==> src/rtl/svrs_pkg.sv <==
// Shared types, constants and the ramp move function of the stereo volume ramp sequencer.
package svrs_pkg;

    localparam int unsigned RoundW = 4;
    localparam logic [RoundW-1:0] LastRound = 4'd8;

    localparam logic [7:0] BaseStepRst = 8'd25;
    localparam logic [6:0] LeftAddrRst = 7'd10;
    localparam logic [6:0] RightAddrRst = 7'd11;
    localparam logic [7:0] VolumeRst = 8'd255;

    localparam logic [8:0] MagCap = 9'h100;

    localparam logic [1:0] RegBaseStep = 2'd0;
    localparam logic [1:0] RegLeftAddr = 2'd1;
    localparam logic [1:0] RegRightAddr = 2'd2;

    localparam logic ChanLeft = 1'b0;
    localparam logic ChanRight = 1'b1;

    typedef enum logic [2:0]
    {
        S_IDLE  = 3'b001,
        S_LEFT  = 3'b010,
        S_RIGHT = 3'b100
    } state_t;

    typedef struct packed
    {
        logic load;
        logic step_left;
        logic step_right;
        logic advance;
        logic left_last;
        logic right_last;
    } cmd_t;

    typedef struct packed
    {
        logic l_eq;
        logic r_eq;
        logic l_settle;
        logic r_settle;
        logic last_round;
        logic out_free;
    } sts_t;

    // new attenuation after one move; mag saturates at 256
    function automatic logic [7:0] ramp_move(
        input logic [7:0] cur,
        input logic [7:0] tgt,
        input logic [8:0] mag,
        input logic       neg
    );
        logic signed [8:0] diff;
        logic [7:0]        absd;
        logic [7:0]        step8;
        logic [7:0]        res;
        diff = $signed({1'b0, tgt}) - $signed({1'b0, cur});
        absd = diff[8] ? 8'(-diff) : diff[7:0];
        step8 = neg ? 8'(-mag[7:0]) : mag[7:0];
        if ({1'b0, absd} <= mag)
        begin
            res = tgt;
        end
        else if ({2'b00, absd} < {mag, 1'b0})
        begin
            res = cur + diff[8:1];
        end
        else
        begin
            res = cur + step8;
        end
        return res;
    endfunction

endpackage

==> src/rtl/svrs_ctrl.sv <==
// Controller state machine sequencing the rounds of left and right writes.
module svrs_ctrl
(
    input  logic                clk,
    input  logic                rst_n,
    input  logic                s_tvalid,
    output logic                s_tready,
    input  svrs_pkg::sts_t      sts,
    output svrs_pkg::cmd_t      cmd
);
    import svrs_pkg::*;

    state_t state_reg;
    state_t state_next;
    logic   done;

    assign done = (sts.l_eq && sts.r_settle) || sts.last_round;
    assign s_tready = (state_reg == S_IDLE);

    always_comb
    begin
        state_next = state_reg;
        cmd = '0;
        cmd.left_last = sts.r_eq && (sts.l_settle || sts.last_round);
        cmd.right_last = done;
        unique case (state_reg)
            S_IDLE:
            begin
                if (s_tvalid)
                begin
                    cmd.load = 1'b1;
                    state_next = S_LEFT;
                end
            end
            S_LEFT:
            begin
                if (sts.l_eq)
                begin
                    state_next = sts.r_eq ? S_IDLE : S_RIGHT;
                end
                else if (sts.out_free)
                begin
                    cmd.step_left = 1'b1;
                    state_next = S_RIGHT;
                end
            end
            S_RIGHT:
            begin
                if (sts.r_eq || sts.out_free)
                begin
                    cmd.step_right = !sts.r_eq;
                    cmd.advance = 1'b1;
                    state_next = done ? S_IDLE : S_LEFT;
                end
            end
            default:
            begin
                state_next = S_IDLE;
            end
        endcase
    end

    always_ff @(posedge clk or negedge rst_n)
    begin
        if (!rst_n)
        begin
            state_reg <= S_IDLE;
        end
        else
        begin
            state_reg <= state_next;
        end
    end

endmodule

==> src/rtl/svrs_dp.sv <==
// Datapath: volume state, working attenuations, step, round count and output register.
module svrs_dp
(
    input  logic            clk,
    input  logic            rst_n,
    input  logic [7:0]      target_left,
    input  logic [7:0]      target_right,
    input  logic [7:0]      base_step,
    input  logic [6:0]      left_reg_addr,
    input  logic [6:0]      right_reg_addr,
    input  svrs_pkg::cmd_t  cmd,
    output svrs_pkg::sts_t  sts,
    output logic            m_tvalid,
    input  logic            m_tready,
    output logic [15:0]     m_tdata,
    output logic            m_tuser,
    output logic            m_tlast
);
    import svrs_pkg::*;

    logic [7:0]        vol_l_reg;
    logic [7:0]        vol_r_reg;
    logic [7:0]        cur_l_reg;
    logic [7:0]        cur_r_reg;
    logic [7:0]        tgt_l_reg;
    logic [7:0]        tgt_r_reg;
    logic [8:0]        mag_reg;
    logic              neg_reg;
    logic [RoundW-1:0] round_reg;
    logic              valid_reg;
    logic [15:0]       frame_reg;
    logic              chan_reg;
    logic              last_reg;

    logic [7:0] l_new;
    logic [7:0] r_new;
    logic [7:0] ld_tgt_l;
    logic [7:0] ld_tgt_r;
    logic [7:0] ld_cur_l;
    logic [7:0] ld_cur_r;
    logic [8:0] mag_next;

    assign l_new = ramp_move(cur_l_reg, tgt_l_reg, mag_reg, neg_reg);
    assign r_new = ramp_move(cur_r_reg, tgt_r_reg, mag_reg, neg_reg);

    assign ld_tgt_l = ~target_left;
    assign ld_tgt_r = ~target_right;
    assign ld_cur_l = ~vol_l_reg;
    assign ld_cur_r = ~vol_r_reg;

    assign mag_next = (mag_reg[8] || mag_reg[7]) ? MagCap : {mag_reg[7:0], 1'b0};

    assign sts.l_eq = (cur_l_reg == tgt_l_reg);
    assign sts.r_eq = (cur_r_reg == tgt_r_reg);
    assign sts.l_settle = (l_new == tgt_l_reg);
    assign sts.r_settle = (r_new == tgt_r_reg);
    assign sts.last_round = (round_reg == LastRound);
    assign sts.out_free = !valid_reg || m_tready;

    assign m_tvalid = valid_reg;
    assign m_tdata = frame_reg;
    assign m_tuser = chan_reg;
    assign m_tlast = last_reg;

    always_ff @(posedge clk or negedge rst_n)
    begin
        if (!rst_n)
        begin
            vol_l_reg <= VolumeRst;
            vol_r_reg <= VolumeRst;
            valid_reg <= 1'b0;
        end
        else
        begin
            if (cmd.load)
            begin
                vol_l_reg <= target_left;
                vol_r_reg <= target_right;
            end
            if (cmd.step_left || cmd.step_right)
            begin
                valid_reg <= 1'b1;
            end
            else if (m_tready)
            begin
                valid_reg <= 1'b0;
            end
        end
    end

    always_ff @(posedge clk)
    begin
        if (cmd.load)
        begin
            tgt_l_reg <= ld_tgt_l;
            tgt_r_reg <= ld_tgt_r;
            cur_l_reg <= ld_cur_l;
            cur_r_reg <= ld_cur_r;
            mag_reg <= (base_step == 8'd0) ? 9'd1 : {1'b0, base_step};
            neg_reg <= (ld_tgt_l < ld_cur_l) || (ld_tgt_r < ld_cur_r);
            round_reg <= '0;
        end
        else
        begin
            if (cmd.step_left)
            begin
                cur_l_reg <= l_new;
                frame_reg <= {left_reg_addr, 1'b1, ~l_new};
                chan_reg <= ChanLeft;
                last_reg <= cmd.left_last;
            end
            else if (cmd.step_right)
            begin
                cur_r_reg <= r_new;
                frame_reg <= {right_reg_addr, 1'b1, ~r_new};
                chan_reg <= ChanRight;
                last_reg <= cmd.right_last;
            end
            if (cmd.advance)
            begin
                mag_reg <= mag_next;
                round_reg <= round_reg + 1'b1;
            end
        end
    end

endmodule

==> src/rtl/stereo_volume_ramp_sequencer_core.sv <==
// Each accepted transfer carries new left and right volume targets. The block
// ramps the stored volumes toward them in attenuation space over up to nine
// rounds of doubling step size, sending one 16-bit codec write word per
// unfinished channel per round (left before right), tlast on the final word.
// Targets equal to the stored volumes produce no output. Each round has a left
// slot and a right slot in the controller, after the accept in idle; a slot
// waits while m_tready stalls the output. Each word shows on m_tvalid in the
// cycle after its slot; a new transfer is taken only once the controller is
// back in idle.
module stereo_volume_ramp_sequencer_core
(
    input  logic        clk,
    input  logic        rst_n,
    input  logic        psel,
    input  logic        penable,
    input  logic        pwrite,
    input  logic [3:0]  paddr,
    input  logic [31:0] pwdata,
    output logic [31:0] prdata,
    output logic        pready,
    input  logic        s_tvalid,
    output logic        s_tready,
    input  logic [15:0] s_tdata,   // target_left [7:0], target_right [15:8]
    output logic        m_tvalid,
    input  logic        m_tready,
    output logic [15:0] m_tdata,   // frame [15:0]
    output logic        m_tuser,   // channel [0]
    output logic        m_tlast
);
    import svrs_pkg::*;

    logic [7:0] base_step_reg;
    logic [6:0] left_addr_reg;
    logic [6:0] right_addr_reg;
    logic       wr_en;
    cmd_t       cmd;
    sts_t       sts;

    assign pready = 1'b1;
    assign wr_en = psel && penable && pwrite && pready;

    always_ff @(posedge clk or negedge rst_n)
    begin
        if (!rst_n)
        begin
            base_step_reg <= BaseStepRst;
            left_addr_reg <= LeftAddrRst;
            right_addr_reg <= RightAddrRst;
        end
        else if (wr_en)
        begin
            unique case (paddr[3:2])
                RegBaseStep:  base_step_reg <= pwdata[7:0];
                RegLeftAddr:  left_addr_reg <= pwdata[6:0];
                RegRightAddr: right_addr_reg <= pwdata[6:0];
                default:      ;
            endcase
        end
    end

    always_comb
    begin
        unique case (paddr[3:2])
            RegBaseStep:  prdata = {24'd0, base_step_reg};
            RegLeftAddr:  prdata = {25'd0, left_addr_reg};
            RegRightAddr: prdata = {25'd0, right_addr_reg};
            default:      prdata = '0;
        endcase
    end

    svrs_ctrl u_ctrl
    (
        .clk      (clk),
        .rst_n    (rst_n),
        .s_tvalid (s_tvalid),
        .s_tready (s_tready),
        .sts      (sts),
        .cmd      (cmd)
    );

    svrs_dp u_dp
    (
        .clk            (clk),
        .rst_n          (rst_n),
        .target_left    (s_tdata[7:0]),
        .target_right   (s_tdata[15:8]),
        .base_step      (base_step_reg),
        .left_reg_addr  (left_addr_reg),
        .right_reg_addr (right_addr_reg),
        .cmd            (cmd),
        .sts            (sts),
        .m_tvalid       (m_tvalid),
        .m_tready       (m_tready),
        .m_tdata        (m_tdata),
        .m_tuser        (m_tuser),
        .m_tlast        (m_tlast)
    );

endmodule

==> config.mk <==
export PLATFORM = sky130hd
export DESIGN_NAME = stereo_volume_ramp_sequencer_core
export DESIGN_NICKNAME = d
export VERILOG_FILES = /design/src/rtl/svrs_pkg.sv /design/src/rtl/svrs_ctrl.sv /design/src/rtl/svrs_dp.sv /design/src/rtl/stereo_volume_ramp_sequencer_core.sv
export SDC_FILE = /design/constraint.sdc
export NUM_CORES = 1
export LEC_CHECK = 0
export BUFFER_PORTS_ARGS = -buffer_cell sky130_fd_sc_hd__buf_4
export CELL_PAD_IN_SITES_DETAIL_PLACEMENT = 0
export CELL_PAD_IN_SITES_GLOBAL_PLACEMENT = 1
export CORE_MARGIN = 1.5
export CORE_UTILIZATION = 49
export CTS_CLUSTER_SIZE = 16
export DETAILED_ROUTE_END_ITERATION = 10
export PLACE_DENSITY_LB_ADDON = 0.05
export SYNTH_ARGS = -nofsm -noshare
export SYNTH_HDL_FRONTEND = slang
export SYNTH_SLANG_ARGS = --single-unit
==> constraint.sdc <==
create_clock -name clk -period 13.9 [get_ports clk]
set_input_delay 2.78 -clock clk [delete_from_list [all_inputs] [get_ports clk]]
set_output_delay 2.78 -clock clk [all_outputs]
set_load 0.05 [all_outputs]
==> results of run 1 <==
critical path: cells and delay by family (launching register included):
kind                     cells  cell delay (ns)
AO/OA/AOI/OAI               11             3.26
adder cells (fa/ha/maj)      5             1.53
AND/OR/NAND/NOR              5             0.73
XOR/XNOR                     3             0.72
flip-flops                   1             0.44
buffers and inverters        2             0.15
multiplexers                 1             0.13
worst paths after layout:
path | startpoint | end | slack (ns)
max | u_dp.tgt_l_reg[0] | u_dp.cur_l_reg[6] | 6.67
min | u_dp.vol_l_reg[7] | u_dp.vol_l_reg[7] | 0.49
max reg2reg | u_dp.tgt_l_reg[0] | u_dp.cur_l_reg[6] | 6.67
min reg2reg | u_dp.vol_l_reg[7] | u_dp.vol_l_reg[7] | 0.49
max in group asynchronous | rst_n | u_dp.vol_r_reg[2] | 11.07
min in group asynchronous | rst_n | u_ctrl.state_reg[1] | 2.42
kinds of logic after synthesis:
group                      count (synthesis)  synth area share (%)
and+or+nand+nor                          203                  12.2
AOI/OAI and AO/OA                        163                  13.1
xor gates and xnor gates                  62                  7.53
muxes                                     78                  10.4
other                                      2                0.0952
DFF                                      105                  37.2
adders and majority gates                 81                  13.2
buffers and inverters                    100                  6.22
cell usage after synthesis (2+ instances only):
cell type and instances:
a31oi_1 5, xor2_1 16, a221o_1 2, conb_1 2, a2111oi_0 2, inv_1 52
a22oi_1 3, o21bai_1 6, clkbuf_1 14, buf_6 2, o41ai_1 2, dfstp_2 25
nor3b_1 6, a21boi_0 2, nand2b_1 7, fa_1 4, o31ai_1 5, dfrtp_1 17
dfxtp_1 4, or2_2 5, a21o_1 27, nor2_1 49, nor3_1 9, xnor2_1 42
ha_1 77, buf_4 26, o32ai_1 2, o21a_1 3, edfxtp_1 59, buf_2 2
and3_1 9, nor2b_1 13, nor4_1 5, a211oi_1 2, nand3_1 16, nand4_1 9
buf_1 3, o221ai_1 2, mux2i_1 45, o211ai_1 2, o21ai_0 44, a21oi_1 46
nand2_1 71, mux2_2 33
routing by layer:
layer  vias to the layer above  GRT usage [%]
li1                       2903              -
met1                      2812           33.3
met2                       143           38.4
met3                        24           3.40
met4                         0           7.32
met5                         -              0
through the flow:
stage	hold WS [ns]	std cells	util (%)	setup WS [ns]
6_report	0.494	1068	55.7	6.67
5_1_grt	0.512	1068	55.7	6.07
4_1_cts	0.494	1068	55.7	6.70
3_5_place_dp	0.485	1052	53.5	6.71
3_3_place_gp	0.479	1052	53.5	6.88
2_1_floorplan	0.465	818	-	6.73
final cells by class:
class	instances	area (µm²)
Clock buffer	11	275
Clock inverter	5	67.6
Fill cell	1412	7010
Inverter	53	199
Multi-Input combinational cell	613	4580
Sequential cell	105	2930
Tap cell	216	270
Timing Repair Buffer	65	488
==> flow_summary.ini, run 1 <==
[outcome]
status = finished, final reports clean

[finish]
nNetsFinal = 987
antenna_cells = 0
layout-drive-gt1-share_pct = 18.5
design_area_um2 = 8810
largest_reg_flops = 15
layout_common_cells = 77 x ha_1, 70 x nand2_1, 65 x buf_4
area_growth_pct = 11.7
final_common_cell = ha_1

[worst_setup_path]
cp.required_ns = 13.98
cp_max_fo = 8
r2r_cells = 27
worstPathArrival_ns = 7.32
crit_type = flip-flop to flip-flop
end_kind = flip-flop
max_stage_delay_ns = 1.03
start_kind = flip-flop
critPathSlowestCell = a21boi_0

[clocking]
insertion_delay_ns = 0.36
cts_tree = done
path_clk_slew_ns = 0.07
holdBufCountCts = 0
root_buffer = clkbuf_16
postCtsSetupBuffers = 0
clk_path_buf_depth = 2
htreeDepth = 3
clock_sinks = 105
post_cts_resized = 0
cts_buffers = 9

[routing]
first_pass_iters = 5
top_layer = met4
routed_via_density = 5.51
m1WireLength_um = 9330
wl_um = 19100
met3WireLength_um = 649
wire_per_inst_um = 17.9
drc = 0
drt_iter0_markers = 359
ant_nets = 0
wl_met2_um = 8800
dr_total_vias = 5882

[synth]
ys.flop_type = edfxtp_1
ys_warn_count = 0
synth-edff-count = 59
synth_area_um2 = 7890
seq_area_frac_synth_pct = 37.2
avgSynthCellArea_um2 = 9.93
netlist_top_cells_area = edfxtp_1 22%, ha_1 12%, dfstp_2 8.3%, mux2i_1 5.7%, dfrtp_1 5.4%
ys_ff_latch = 105
synth_top_area_share_pct = 22.5
ys_async_sr_fraction_pct = 40.0
synth_top_cell_by_area = edfxtp_1
synthCells = 794
synth_cell_types = 61

[grt]
grt_pass1_wl_um = 30500
grt_pass1_vias = 5849
grt-ovfl-total = 0
grt.total_usage_pct = 23.8
antenna_found_initial = 0
grt_max_degree = 60

[floorplan]
die_y_um = 130
rows = 46
io_pins = 112
start_util_pct = 49.8
dieArea_um2 = 16900
die_w_um = 130
core-area_um2 = 15800

[timing]
drv_slew = 0
hold_viol_final = 0
finalCritPeriodShare_pct = 52.0
fmax_mhz = 138
final.setup_skew_ns = 0.0105
tightest_slew_ns = 1.27
slew-limit-headroom_pct = 14.9
finalCriticalPeriod_ns = 7.23
rsz0062_at_grt = no
setup_viol_count_final = 0
fin_tns_setup_ns = 0

[placement]
place_area_um2 = 8470
port_buffers = 59
dp_hpwl_um = 15200
gp_congestion = 0.890

[min_path]
hp-class = flip-flop to flip-flop
holdPathStages = 2

[flow_run]
drv_cap = 0
Power of run 1 is not shown: default switching activity piles up to over one toggle a cycle in this logic, so the estimate is an artifact.
==> inputs of run 2 (changes only) <==
Settings changed: CORE_UTILIZATION 49 to 46.
Clock period 13.9 ns to 7.4 ns, I/O delays scaled along.
==> run 2 against run 1 <==
Against the previous run:
- via count is 0.10% lower
- critical endpoint is now u_ctrl.state_reg[1]
- largest cell class unchanged
- global-route usage is 1.2 points lower
- die area rose by 6.4%
- critical path type unchanged
==> flow_summary.ini, run 2 (synthesized netlist as in run 1, its figures left out) <==
[outcome]
status = finished, final reports clean

[worst_setup_path]
start_kind = flip-flop
worstPathArrival_ns = 6.86
max_stage_delay_ns = 0.47
r2r_slack_ns = 0.78
critical_path.reg2reg.startpoint = u_dp.tgt_r_reg[0]
critPathSlowestCell = fa_1
worstSetupStartpoint = u_dp.tgt_r_reg[0]
r2r_cells = 28
crit_type = flip-flop to flip-flop
cp_max_fo = 8
end_kind = flip-flop
cp.required_ns = 7.63

[grt]
grt_max_degree = 60
antenna_found_initial = 0
grt-ovfl-total = 0
grt.total_usage_pct = 22.6
grt_pass1_wl_um = 31300
grt_pass1_vias = 5759

[finish]
fillers = 1560
area_growth_pct = 11.1
layout-drive-gt1-share_pct = 18.4
final_common_cell = ha_1
layout_common_cells = 77 x ha_1, 70 x nand2_1, 67 x buf_4
antenna_cells = 0
stdcell_count = 1074
nNetsFinal = 989
largest_reg_flops = 15
finish.utilization_pct = 52.7

[placement]
place_ws_ns = 0.865
gp_congestion = 0.820
port_buffers = 59
place_inst = 1058
dp_hpwl_um = 15400

[floorplan]
rows = 47
core-area_um2 = 16600
die_y_um = 134
dieArea_um2 = 17900
die_w_um = 134
io_pins = 112
start_util_pct = 47.4

[clocking]
postCtsSetupBuffers = 0
insertion_delay_ns = 0.35
root_buffer = clkbuf_16
cts_buffers = 9
clock_sinks = 105
htreeDepth = 3
cts_tree = done
post_cts_resized = 0
path_clk_slew_ns = 0.07
clk_path_buf_depth = 2
holdBufCountCts = 0

[timing]
drv_slew = 0
fin_tns_setup_ns = 0
rsz0062_at_grt = no
setup_viol_count_final = 0
setup_slack_ns = 0.776
final.setup_skew_ns = 0.0143
slew-limit-headroom_pct = 12.1
finalCriticalPeriod_ns = 6.62
fmax_mhz = 151
finalCritPeriodShare_pct = 89.5
hold_viol_final = 0
tightest_slew_ns = 1.32

[min_path]
hold_start = u_dp.vol_l_reg[7]
holdPathStages = 2
hp-class = flip-flop to flip-flop

[routing]
wire_per_inst_um = 18.2
drt_iter0_markers = 292
first_pass_iters = 4
dr_total_vias = 5876
ant_nets = 0
drc = 0
routed_via_density = 5.47
wl_um = 19500

[flow_run]
drv_cap = 0
run 2: metal layers:
layer	global-route usage (%)	up-vias	wire (µm)
li1	-	2903	-
met1	32.6	2802	9420
met2	35.1	150	8850
met3	3.74	21	918
met4	6.46	0	338
met5	0	-	0
run 2: final timing paths:
check | end
min reg2reg | u_dp.vol_l_reg[7]
min | u_dp.vol_l_reg[7]
max | u_ctrl.state_reg[1]
min in group asynchronous | u_ctrl.state_reg[1]
max reg2reg | u_ctrl.state_reg[1]
max in group asynchronous | right_addr_reg[5]
run 2: stage by stage:
step                      cell area (µm²)  hold slack, ns
after floorplan                      7980           0.465
after global placement               8490           0.477
after detailed placement             8490           0.486
after CTS                            8760           0.497
after global routing                 8760           0.516
final                                8760           0.494
run 2: layout make-up:
type / count / area [µm²] / area share, %
Inverter: 53 / 199 / 2.27
Multi-Input combinational cell: 613 / 4580 / 52.2
Sequential cell: 105 / 2930 / 33.5
Clock buffer: 13 / 250 / 2.86
Tap cell: 220 / 275 / 3.14
Timing Repair Buffer: 67 / 503 / 5.74
Clock inverter: 3 / 23.8 / 0.271
run 2: worst max-delay path: cells and delay by family, from the launching register on:
family / cells / cell delay, ns
simple gates: 6 / 1.29
flops: 1 / 0.44
xor+xnor: 3 / 0.74
fa+ha+maj: 5 / 1.63
buf+inv: 3 / 0.31
compound gates: 11 / 2.08
Power of run 2 is left out for the same reason.
